===== config.mk =====
export PLATFORM = sky130hd
export DESIGN_NAME = lz_code_bit_cost_flat
export DESIGN_NICKNAME = d
export VERILOG_FILES = /design/src/sv/lzcbc_pkg.sv /design/src/sv/lzcbc_if.sv /design/src/sv/lzcbc_cfg.sv /design/src/sv/lzcbc_cost.sv /design/src/sv/lz_code_bit_cost.sv /design/src/flat_wrapper.sv
export SDC_FILE = /design/constraint.sdc
export NUM_CORES = 1
export LEC_CHECK = 0
export BUFFER_PORTS_ARGS = -buffer_cell sky130_fd_sc_hd__buf_4
export CORE_UTILIZATION = 50
export DETAILED_ROUTE_END_ITERATION = 8
export PLACE_DENSITY_LB_ADDON = 0.1
export SLEW_MARGIN = 10
export SYNTH_ARGS = -nofsm -noshare
export SYNTH_HDL_FRONTEND = slang
export SYNTH_HIERARCHICAL = 1
export SYNTH_SLANG_ARGS = --single-unit

===== constraint.sdc =====
create_clock -name clk -period 7.9 [get_ports clk]
set_clock_uncertainty 0.2 [all_clocks]
set_input_delay 1.185 -clock clk [delete_from_list [all_inputs] [get_ports clk]]
set_output_delay 1.185 -clock clk [all_outputs]
set_load 0.02 [all_outputs]

===== src/sv/lzcbc_pkg.sv =====
// Shared types and constants for the LZ code bit cost block.
package lzcbc_pkg;

  typedef enum logic [1:0] {
    MODE_MEGALZ = 2'd0,
    MODE_HRUM   = 2'd1,
    MODE_HRUST  = 2'd2,
    MODE_ZX7    = 2'd3
  } packer_mode_t;

  localparam int CfgIndexW = 1;
  localparam int CfgDataW  = 17;

  localparam logic [CfgIndexW-1:0] CFG_PACKER_MODE    = 1'b0;
  localparam logic [CfgIndexW-1:0] CFG_PRELOAD_LENGTH = 1'b1;

  typedef struct packed {
    logic signed [17:0] code_length;
    logic signed [16:0] displacement;
    logic [23:0]        position;
  } code_item_t;

  typedef struct packed {
    logic [8:0] bit_cost;
    logic       code_invalid;
  } cost_item_t;

  typedef struct packed {
    packer_mode_t packer_mode;
    logic [16:0]  preload_length;
  } cost_cfg_t;

endpackage


===== src/sv/lzcbc_if.sv =====
// Valid/ready channel interfaces for code items and cost results.
interface lzcbc_in_if;
  logic               valid;
  logic               ready;
  logic signed [17:0] code_length;
  logic signed [16:0] displacement;
  logic [23:0]        position;

  modport source (output valid, output code_length, output displacement, output position,
                  input ready);
  modport sink (input valid, input code_length, input displacement, input position,
                output ready);
endinterface

interface lzcbc_out_if;
  logic       valid;
  logic       ready;
  logic [8:0] bit_cost;
  logic       code_invalid;

  modport source (output valid, output bit_cost, output code_invalid, input ready);
  modport sink (input valid, input bit_cost, input code_invalid, output ready);
endinterface


===== src/sv/lzcbc_cfg.sv =====
// Configuration registers: packer mode and preload length.
module lzcbc_cfg (
  input  logic                              clk,
  input  logic                              rst_n,
  input  logic                              cfg_we,
  input  logic [lzcbc_pkg::CfgIndexW-1:0]   cfg_index,
  input  logic [lzcbc_pkg::CfgDataW-1:0]    cfg_wdata,
  output lzcbc_pkg::cost_cfg_t              cfg
);
  import lzcbc_pkg::*;

  packer_mode_t mode_r;
  logic [16:0]  preload_r;

  always_ff @(posedge clk) begin
    if (!rst_n) begin
      mode_r    <= MODE_MEGALZ;
      preload_r <= '0;
    end else if (cfg_we) begin
      case (cfg_index)
        CFG_PACKER_MODE:    mode_r    <= packer_mode_t'(cfg_wdata[1:0]);
        CFG_PRELOAD_LENGTH: preload_r <= cfg_wdata[16:0];
        default: ;
      endcase
    end
  end

  assign cfg.packer_mode    = mode_r;
  assign cfg.preload_length = preload_r;

endmodule


===== src/sv/lzcbc_cost.sv =====
// Combinational bit cost of one code in the selected packer format.
module lzcbc_cost (
  input  lzcbc_pkg::code_item_t item,
  input  lzcbc_pkg::cost_cfg_t  cfg,
  output lzcbc_pkg::cost_item_t result
);
  import lzcbc_pkg::*;

  // Twice the bit length of v.
  function automatic logic [5:0] twice_bitlen(input logic [15:0] v);
    logic [5:0] n;
    n = '0;
    for (int i = 0; i < 16; i++) begin
      if (v[i]) n = 6'(2 * (i + 1));
    end
    return n;
  endfunction

  // Length bits shared by the hrum-like and hrust-like formats for lengths 4 to 15.
  function automatic logic [8:0] mid_len_bits(input logic [3:0] l);
    logic [8:0] n;
    case (l) inside
      [4'd4:4'd5]:   n = 9'd5;
      [4'd6:4'd8]:   n = 9'd7;
      [4'd9:4'd11]:  n = 9'd9;
      default:       n = 9'd11;
    endcase
    return n;
  endfunction

  logic signed [17:0] len;
  logic signed [16:0] d;
  logic signed [25:0] rel;
  logic signed [17:0] len_m1;
  logic [7:0]         mz_len;
  logic [8:0]         mz_bits;
  logic [8:0]         zx_bits;
  logic [2:0]         far_extra;
  logic [8:0]         c_megalz;
  logic [8:0]         c_hrum;
  logic [8:0]         c_hrust;
  logic [8:0]         c_zx7;
  logic [8:0]         c;

  assign len    = item.code_length;
  assign d      = item.displacement;
  assign len_m1 = len - 18'sd1;
  assign mz_len = (len[7:0] - 8'd2) >> 1;
  assign mz_bits = {3'b000, twice_bitlen({8'b0, mz_len})};
  assign zx_bits = {3'b000, twice_bitlen(len_m1[15:0])};
  assign rel = $signed({2'b00, item.position}) - $signed({9'b0, cfg.preload_length});

  always_comb begin
    far_extra = '0;
    for (int k = 0; k < 6; k++) begin
      if (rel > $signed(26'(1024 << k))) far_extra = far_extra + 3'd1;
    end
  end

  always_comb begin
    c_megalz = '0;
    if (len == 18'sd1) begin
      if (d == 17'sd0) c_megalz = 9'd9;
      else if (d >= -8 && d <= -1) c_megalz = 9'd6;
    end else if (len == 18'sd2) begin
      if (d >= -256 && d <= -1) c_megalz = 9'd11;
    end else if (len == 18'sd3) begin
      if (d >= -256 && d <= -1) c_megalz = 9'd12;
      else if (d >= -4352 && d < -256) c_megalz = 9'd16;
    end else if (len >= 4 && len <= 255) begin
      if (d >= -256 && d <= -1) c_megalz = mz_bits + 9'd12;
      else if (d >= -4352 && d < -256) c_megalz = mz_bits + 9'd16;
    end
  end

  always_comb begin
    logic [8:0] lb;
    c_hrum = '0;
    lb     = 9'd3;
    if (len >= 4 && len <= 15) lb = mid_len_bits(len[3:0]);
    else if (len > 15) lb = 9'd13;
    if (len == 18'sd1) begin
      if (d == 17'sd0) c_hrum = 9'd9;
      else if (d >= -8 && d <= -1) c_hrum = 9'd6;
    end else if (len == 18'sd2) begin
      if (d >= -256 && d <= -1) c_hrum = 9'd11;
    end else if (len >= 3 && len <= 255) begin
      if (d >= -256 && d <= -1) c_hrum = lb + 9'd9;
      else if (d >= -4096 && d < -256) c_hrum = lb + 9'd13;
    end
  end

  always_comb begin
    logic [8:0] lb;
    c_hrust = '0;
    if (len == 18'sd3) lb = 9'd3;
    else if (len <= 15) lb = mid_len_bits(len[3:0]);
    else if (len <= 127) lb = 9'd14;
    else lb = 9'd22;
    if (d == 17'sd0) begin
      if (len == 18'sd1) c_hrust = 9'd9;
      else if (len >= 12 && len <= 42 && !len[0]) c_hrust = 9'd11 + {len[5:0], 3'b000};
    end else if (len == -18'sd3) begin
      if (d >= -16 && d <= -1) c_hrust = 9'd18;
      else if (d >= -79 && d < -16) c_hrust = 9'd21;
    end else if (len == 18'sd1) begin
      if (d >= -8 && d <= -1) c_hrust = 9'd6;
    end else if (len == 18'sd2) begin
      if (d >= -32 && d <= -1) c_hrust = 9'd10;
      else if (d >= -768 && d < -32) c_hrust = 9'd13;
    end else if (len >= 3 && len <= 3839 && d <= -1) begin
      if (d >= -32) c_hrust = lb + 9'd7;
      else if (d >= -512) c_hrust = lb + 9'd10;
      else c_hrust = lb + 9'd12 + {6'b0, far_extra};
    end
  end

  always_comb begin
    c_zx7 = '0;
    if (len == 18'sd1) begin
      if (d == 17'sd0) c_zx7 = 9'd9;
    end else if (len >= 2 && len <= 65536) begin
      if (d >= -128 && d <= -1) c_zx7 = zx_bits + 9'd8;
      else if (d >= -2176 && d < -128) c_zx7 = zx_bits + 9'd12;
    end
  end

  always_comb begin
    case (cfg.packer_mode)
      MODE_MEGALZ: c = c_megalz;
      MODE_HRUM:   c = c_hrum;
      MODE_HRUST:  c = c_hrust;
      MODE_ZX7:    c = c_zx7;
      default:     c = c_zx7;
    endcase
  end

  assign result.bit_cost     = c;
  assign result.code_invalid = (c == 9'd0);

endmodule


===== src/sv/lz_code_bit_cost.sv =====
// Top level of the LZ code bit cost block: input register, cost logic, result register.
// One code can be accepted in every cycle. A transferred code is held in the input register,
// costed combinationally from it, and its result is registered in the result register,
// which drives the output. The input register still takes a code while the result
// register waits if it is empty, so at most two codes are in flight and the input stalls
// only when both registers are full and the output is not ready. packer_mode selects the
// format and preload_length shifts the far-displacement cost of the hrust-like format;
// write them only while no code is in flight.
module lz_code_bit_cost (
  input  logic                              clk,
  input  logic                              rst_n,
  lzcbc_in_if.sink                          in_chan,
  lzcbc_out_if.source                       out_chan,
  input  logic                              cfg_we,
  input  logic [lzcbc_pkg::CfgIndexW-1:0]   cfg_index,
  input  logic [lzcbc_pkg::CfgDataW-1:0]    cfg_wdata
);
  import lzcbc_pkg::*;

  cost_cfg_t  cfg;
  code_item_t item_r;
  code_item_t item_nxt;
  cost_item_t cost;
  cost_item_t res_r;
  logic       in_vld_r;
  logic       out_vld_r;
  logic       s2_ready;
  logic       s1_ready;

  lzcbc_cfg u_cfg (
    .clk       (clk),
    .rst_n     (rst_n),
    .cfg_we    (cfg_we),
    .cfg_index (cfg_index),
    .cfg_wdata (cfg_wdata),
    .cfg       (cfg)
  );

  lzcbc_cost u_cost (
    .item   (item_r),
    .cfg    (cfg),
    .result (cost)
  );

  assign s2_ready = !out_vld_r || out_chan.ready;
  assign s1_ready = !in_vld_r || s2_ready;

  assign item_nxt.code_length  = in_chan.code_length;
  assign item_nxt.displacement = in_chan.displacement;
  assign item_nxt.position     = in_chan.position;

  always_ff @(posedge clk) begin
    if (!rst_n) begin
      in_vld_r  <= 1'b0;
      out_vld_r <= 1'b0;
    end else begin
      if (s1_ready) in_vld_r <= in_chan.valid;
      if (s2_ready) out_vld_r <= in_vld_r;
    end
  end

  always_ff @(posedge clk) begin
    if (s1_ready && in_chan.valid) item_r <= item_nxt;
    if (s2_ready && in_vld_r) res_r <= cost;
  end

  assign in_chan.ready         = s1_ready;
  assign out_chan.valid        = out_vld_r;
  assign out_chan.bit_cost     = res_r.bit_cost;
  assign out_chan.code_invalid = res_r.code_invalid;

endmodule


===== src/flat_wrapper.sv =====
// flat-port wrapper written by rule: the top's interface ports become plain ports
module lz_code_bit_cost_flat import lzcbc_pkg::*;
  (clk, rst_n, cfg_we, cfg_index, cfg_wdata, in_chan_valid, in_chan_code_length, in_chan_displacement, in_chan_position, in_chan_ready, out_chan_valid, out_chan_bit_cost, out_chan_code_invalid, out_chan_ready);
  lzcbc_in_if in_chan_i ();
  lzcbc_out_if out_chan_i ();
  input  logic clk;
  input  logic rst_n;
  input  logic cfg_we;
  input  logic [lzcbc_pkg::CfgIndexW-1:0] cfg_index;
  input  logic [lzcbc_pkg::CfgDataW-1:0] cfg_wdata;
  input wire logic [$bits(in_chan_i.valid)-1:0] in_chan_valid;
  input wire logic [$bits(in_chan_i.code_length)-1:0] in_chan_code_length;
  input wire logic [$bits(in_chan_i.displacement)-1:0] in_chan_displacement;
  input wire logic [$bits(in_chan_i.position)-1:0] in_chan_position;
  output wire logic [$bits(in_chan_i.ready)-1:0] in_chan_ready;
  output wire logic [$bits(out_chan_i.valid)-1:0] out_chan_valid;
  output wire logic [$bits(out_chan_i.bit_cost)-1:0] out_chan_bit_cost;
  output wire logic [$bits(out_chan_i.code_invalid)-1:0] out_chan_code_invalid;
  input wire logic [$bits(out_chan_i.ready)-1:0] out_chan_ready;
  assign in_chan_i.valid = in_chan_valid;
  assign in_chan_i.code_length = in_chan_code_length;
  assign in_chan_i.displacement = in_chan_displacement;
  assign in_chan_i.position = in_chan_position;
  assign in_chan_ready = in_chan_i.ready;
  assign out_chan_valid = out_chan_i.valid;
  assign out_chan_bit_cost = out_chan_i.bit_cost;
  assign out_chan_code_invalid = out_chan_i.code_invalid;
  assign out_chan_i.ready = out_chan_ready;
  lz_code_bit_cost u_core (.clk(clk), .rst_n(rst_n), .in_chan(in_chan_i), .out_chan(out_chan_i), .cfg_we(cfg_we), .cfg_index(cfg_index), .cfg_wdata(cfg_wdata));
endmodule

==> impl_metrics.toml, run 1 <==
[outcome]
status = "finished, final reports clean"

[finish]
post-route-util = 0.5960
fin_nets = 1087
n_antenna_cell = 0
drive_above_1_share = 0.1760
nFillCells = 1304
area_growth_syn_to_layout_pct = 15.10

[critical_path]
worst-r2r-cell-count = 37
arrival_ns = 7.30
criticalPathCategory = "flip-flop to flip-flop"
worst-endpoint-required_ns = 7.78
crit_top_cell = "ha_1"
cpMaxStageDelayCell = "or4_1"
cp-end-kind = "flip-flop"
cp_max_fo = 6
start_kind = "flip-flop"
crit_path_max_incr_delay_ns = 0.48

[timing]
tightest_slew_ns = 1.126
finalSetupViolCount = 0
clock.fmax_mhz = 134.7
finalMaxSlewViolations = 0
maxSlewHeadroom = 0.2416
rsz0062_at_grt = "false"
setup_tns_ns = 0
min_period_over_period = 0.9398
hold_viol_final = 0
min_period_ns = 7.424

[drt]
vias_per_cell = 6.195
drtIter0Drc = 607
num_vias = 7087
drc = 0
dr.pass1.iters = 7
routed_wl_um = 20170
wl_per_cell_um = 17.63
ant_nets = 0

[worst_hold_path]
holdPathStages = 2
hp-class = "flip-flop to flip-flop"

[synth]
yosysWarnings = 6
netlist_instances = 887
synth-seq-cells = 90
synth_cell_types = 94
synth_seq_area_share = 0.3287
synth_edf_count = 69
netlist_area_sq_um = 7582
synth_top_flop_cell = "edfxtp_1"
ys_async_sr_fraction = 0
syn_area_per_cell_sq_um = 8.548
syn_nets = 1019

[die]
fp.dieH_um = 125.1
pin_count = 94
design.die.area_sq_um = 15660
die_w_um = 125.1
num_rows = 44
initial_core_util = 0.5178
core_sq_um = 14640

[clock_network]
clk_latency_ns = 0.35
cts_buffers = 9
clk_path_buf_depth = 2
cts_tree = "done"
cts_max_level = 3
cts.sinks = 90
root_buffer = "clkbuf_16"
hold_buffers = 0
clkSlewWorstSetupHoldPaths_ns = 0.07

[grt]
grt-busiest-layer = "met2"
first_global_vias = 6374
grt_max_degree = 60
track_usage = 0.2606
antenna_found_initial = 0
use_met1 = 0.3830
use_met2 = 0.3861
grt_util_met3 = 0.05563
overflow = 0
grt_pass1_wl_um = 32530

[pwr]
irDropWorstVdd_uv = 135.5
p_leak_nw = 3.292
powerDensity_nw_per_um2 = 150.1

[place]
place_hpwl_um = 15000
gp_congestion = 0.9139
io_buffers = 93

[job]
cap_viol_max_count = 0
layer usage:
layer | up-vias | wire (um)
met4 | 0 | 269
met1 | 3277 | 9994
met5 | - | 0
met2 | 288 | 8528
met3 | 24 | 1373
li1 | 3498 | -
cells in the mapped netlist (5+ instances only):
library cell | instances | area share
and3_1 | 8 | 0.0066
a31oi_1 | 12 | 0.0099
clkbuf_1 | 31 | 0.015
a211o_1 | 5 | 0.0058
nand3_1 | 28 | 0.018
buf_6 | 5 | 0.0074
edfxtp_1 | 69 | 0.27
xor2_1 | 17 | 0.020
a21o_1 | 10 | 0.0099
nand2b_1 | 20 | 0.017
ha_1 | 48 | 0.079
o32a_1 | 5 | 0.0066
and2_1 | 6 | 0.0050
inv_1 | 48 | 0.024
or3_1 | 9 | 0.0074
mux2i_1 | 14 | 0.018
or2_2 | 5 | 0.0041
o31ai_1 | 7 | 0.0069
dfxtp_1 | 21 | 0.055
nor2_1 | 77 | 0.038
nand2_1 | 81 | 0.040
nand3b_1 | 9 | 0.0089
buf_2 | 5 | 0.0033
o21ai_0 | 48 | 0.032
a211oi_1 | 15 | 0.015
a311oi_1 | 6 | 0.0069
nor2b_1 | 7 | 0.0058
xnor2_1 | 14 | 0.016
a21oi_1 | 52 | 0.034
o21a_1 | 8 | 0.0079
nor4_1 | 15 | 0.012
nand4_1 | 36 | 0.030
nor3_1 | 32 | 0.021
o21bai_1 | 5 | 0.0050
o21ai_2 | 10 | 0.012
worst max-delay path: cells and delay by family (launching register included):
kind	cells	cell delay (ns)
XOR/XNOR	4	0.64
buffers and inverters	3	0.23
multiplexers	1	0.19
adder cells (fa/ha/maj)	7	1.86
AO/OA/AOI/OAI	12	1.98
flip-flops	1	0.32
AND/OR/NAND/NOR	10	1.74
where the power goes:
part	total (mW)	switching, mW	internal (mW)
sequential	0.572	0.0347	0.537
clock	0.441	0.185	0.256
combinational	0.297	0.171	0.126
state kept, by name, indices dropped and copies added, names as in the netlist:
name,cells
u_core/item_r,59
u_core/u_cfg/preload_r,17
u_core/out_chan.bit_cost,9
u_core/u_cfg/mode_r,2
u_core/in_vld_r,1
u_core/out_chan.code_invalid,1
u_core/out_chan.valid,1
final cells by class:
type	count	area, sq um	area share
clock inverters	5	61.31	0.007025
multi-input cells	704	4758	0.5452
inverters	49	183.9	0.02108
repair buffers	101	758.2	0.08688
well taps	184	230.2	0.02638
flip-flops and latches	90	2492	0.2856
clock buffers	11	242.7	0.02781
timing repair:
action	4_1_cts	5_1_grt
setup endpoints to repair	0	2
setup buffers	0	2
resized for setup	0	15
cell usage in the layout, fill, tap and decap left out, types with 5 or more instances in the layout:
| master | n |
|---|---|
| buf_4 | 101 |
| nand2_1 | 81 |
| nor2_1 | 76 |
| edfxtp_1 | 69 |
| a21oi_1 | 50 |
| inv_1 | 48 |
| ha_1 | 47 |
| o21ai_0 | 44 |
| nand4_1 | 36 |
| nor3_1 | 32 |
| nand3_1 | 28 |
| dfxtp_1 | 21 |
| nand2b_1 | 20 |
| xor2_1 | 17 |
| mux2i_1 | 14 |
| nor4_1 | 14 |
| xnor2_1 | 14 |
| a211oi_1 | 13 |
| a31oi_1 | 12 |
| o21ai_2 | 10 |
| a21o_1 | 10 |
| clkbuf_16 | 9 |
| or3_1 | 9 |
| nand3b_1 | 9 |
| o21a_1 | 8 |
| and3_1 | 8 |
| nor2b_1 | 7 |
| o31ai_1 | 7 |
| and2_1 | 6 |
| o21ai_1 | 6 |
| or2_2 | 5 |
| o32a_1 | 5 |
| a311oi_1 | 5 |
| o21bai_1 | 5 |
| a211o_1 | 5 |
final timing paths:
check	from	endpoint	slack [ns]
worst max register to register	u_core/item_r[0]$_DFFE_PP_	u_core/out_chan.code_invalid$_DFFE_PP_	0.48
worst min register to register	u_core/u_cfg/preload_r[3]$_SDFFE_PN0P_	u_core/u_cfg/preload_r[3]$_SDFFE_PN0P_	0.26
worst max-delay path	u_core/item_r[0]$_DFFE_PP_	u_core/out_chan.code_invalid$_DFFE_PP_	0.48
worst min-delay path	u_core/u_cfg/preload_r[3]$_SDFFE_PN0P_	u_core/u_cfg/preload_r[3]$_SDFFE_PN0P_	0.26
logic make-up after synthesis:
group | Yosys count | share of synthesized area
AO/OA/AOI/OAI | 242 | 0.2208
XOR/XNOR | 31 | 0.03581
adder cells (fa/ha/maj) | 50 | 0.08449
buffers and inverters | 93 | 0.05280
flip-flops | 90 | 0.3287
multiplexers | 16 | 0.02145
AND/OR/NAND/NOR | 365 | 0.2559
metrics by stage:
stage | total power, mW | std cells | setup WS, ns | area [sq um] | hold WS [ns]
floorplan | 0.7764 | 887 | 0.8841 | 7582 | 0.2360
global placement | 0.8663 | 1126 | 0.3809 | 8351 | 0.2491
detailed placement | 0.8662 | 1126 | 0.2582 | 8351 | 0.2493
CTS | 1.310 | 1142 | 0.2067 | 8655 | 0.2606
global route | 1.376 | 1144 | 0.02437 | 8727 | 0.2755
finish | 1.310 | 1144 | 0.4755 | 8727 | 0.2596
No activity file was read; power rests on OpenSTA's default activity.
==> run 2, diff against run 1 <==
--- a/config.mk
+++ b/config.mk
@@ -8,7 +8,9 @@
 export BUFFER_PORTS_ARGS = -buffer_cell sky130_fd_sc_hd__buf_4
 export CORE_UTILIZATION = 50
 export DETAILED_ROUTE_END_ITERATION = 8
+export HOLD_SLACK_MARGIN = 0.15
 export PLACE_DENSITY_LB_ADDON = 0.1
+export RECOVER_POWER = 25
 export SLEW_MARGIN = 10
 export SYNTH_ARGS = -nofsm -noshare
 export SYNTH_HDL_FRONTEND = slang
==> run 2 against run 1 <==
Cell count is the same; non-clock buffer count is the same; total power is essentially flat; worst hold slack gained 0.00052 ns; global-route usage is the same; die area is the same; sequential power is essentially flat; cell area is the same; sequential share of layout area is the same; critical endpoint unchanged; largest cell class unchanged.
==> impl_metrics.toml, run 2 (same netlist as run 1, synthesis figures left out) <==
[clock_network]
clkSlewWorstSetupHoldPaths_ns = 0.07
cts.sinks = 90
clk_latency_ns = 0.35
cts_tree = "done"
cts_buffers = 9
clk_path_buf_depth = 2
root_buffer = "clkbuf_16"
cts_max_level = 3
hold_buffers = 0

[worst_hold_path]
hp-class = "flip-flop to flip-flop"
worstHoldStart = "u_core/u_cfg/preload_r[3]$_SDFFE_PN0P_"

[timing]
maxSlewHeadroom = 0.2530
hold_viol_final = 0
rsz0062_at_grt = "false"
clock.fmax_mhz = 134.8
tightest_slew_ns = 1.109
min_period_over_period = 0.9392
setup_tns_ns = 0
finalMaxSlewViolations = 0
min_period_ns = 7.420
finalSetupViolCount = 0

[drt]
routed_wl_um = 20160
ant_nets = 0
dr.pass1.iters = 7
drtIter0Drc = 526
drc = 0
wl_per_cell_um = 17.62
vias_per_cell = 6.237
num_vias = 7135

[grt]
overflow = 0
antenna_found_initial = 0
track_usage = 0.2606
grt_pass1_wl_um = 32530
grt_max_degree = 60
first_global_vias = 6374

[critical_path]
criticalPathCategory = "flip-flop to flip-flop"
cpMaxStageDelayCell = "or4_1"
start_kind = "flip-flop"
worst-endpoint-required_ns = 7.78
ff2ff_setup_slack_ns = 0.48
crit_path_max_incr_delay_ns = 0.48
cp-end-kind = "flip-flop"
arrival_ns = 7.30
startpoint = "u_core/item_r[0]$_DFFE_PP_"
cp_max_fo = 6
crit_top_cell = "ha_1"
r2r-start = "u_core/item_r[0]$_DFFE_PP_"

[die]
design.die.area_sq_um = 15660
initial_core_util = 0.5178
fp.dieH_um = 125.1
die_w_um = 125.1
core_sq_um = 14640
num_rows = 44
pin_count = 94

[pwr]
irDropWorstVdd_uv = 135.3
p_leak_nw = 3.284
powerDensity_nw_per_um2 = 149.9
fin_total_pwr_mw = 1.308

[finish]
most-common-layout-cells = "81 x nand2_1, 76 x nor2_1, 69 x edfxtp_1"
fin_area_sq_um = 8727
n_antenna_cell = 0
largest_reg_flops = 59
layout.cells.most_common = "nand2_1"
fin_nets = 1087
drive_above_1_share = 0.1760
area_growth_syn_to_layout_pct = 15.10
post-route-util = 0.5960
top_register = "u_core/item_r"

[place]
place_area_sq_um = 8351
gp_congestion = 0.9139
place_hpwl_um = 15000
io_buffers = 93

[job]
cap_viol_max_count = 0

[outcome]
status = "finished, final reports clean"
run 2: area by class of cell:
cell class / instances / area [sq um]
tap: 184 / 230.2
clock buffer: 11 / 242.7
fill: 1304 / 5917
inverter: 49 / 183.9
clock inverter: 5 / 61.31
sequential: 90 / 2492
multi-input combinational: 704 / 4758
timing repair buffer: 101 / 758.2
run 2: path summary, 6_finish.rpt:
check	endpoint	cells after the start
setup / recovery	u_core/out_chan.code_invalid$_DFFE_PP_	37
hold / removal	u_core/u_cfg/preload_r[3]$_SDFFE_PN0P_	2
setup reg to reg	u_core/out_chan.code_invalid$_DFFE_PP_	37
hold reg to reg	u_core/u_cfg/preload_r[3]$_SDFFE_PN0P_	2
run 2: metrics by stage:
step	worst slack (ns)	instances	hold slack [ns]
after floorplan	0.8841	887	0.2360
after global routing	0.02437	1144	0.2755
final	0.4802	1144	0.2601
after CTS	0.2067	1142	0.2606
after detailed placement	0.2582	1126	0.2493
after global placement	0.3809	1126	0.2491
run 2: report_power, final:
group | leakage (nW) | internal (mW) | total (mW) | switching, mW
registers | 0.849 | 0.537 | 0.572 | 0.0347
clock network | 0.147 | 0.256 | 0.441 | 0.185
logic | 2.29 | 0.125 | 0.296 | 0.171
run 2: worst max-delay path: cells and delay by family (launching register included):
kind / cells / cell delay (ns)
mux: 1 / 0.20
flops: 1 / 0.32
buf+inv: 3 / 0.23
fa+ha+maj: 7 / 1.86
compound gates: 12 / 1.99
xor+xnor: 4 / 0.64
simple gates: 10 / 1.73
run 2: repair_timing:
item,4_1_cts,5_1_grt
endpoints found under the setup margin,0,2
buffers inserted,0,2
resized for setup,0,15
run 2: per-layer routing:
| metal | track usage | vias to the layer above | routed length (um) |
|---|---|---|---|
| met5 | 0 | - | 0 |
| met4 | 0.06887 | 0 | 242 |
| met3 | 0.05563 | 22 | 1553 |
| met2 | 0.3861 | 332 | 8553 |
| met1 | 0.3830 | 3279 | 9806 |
| li1 | - | 3502 | - |
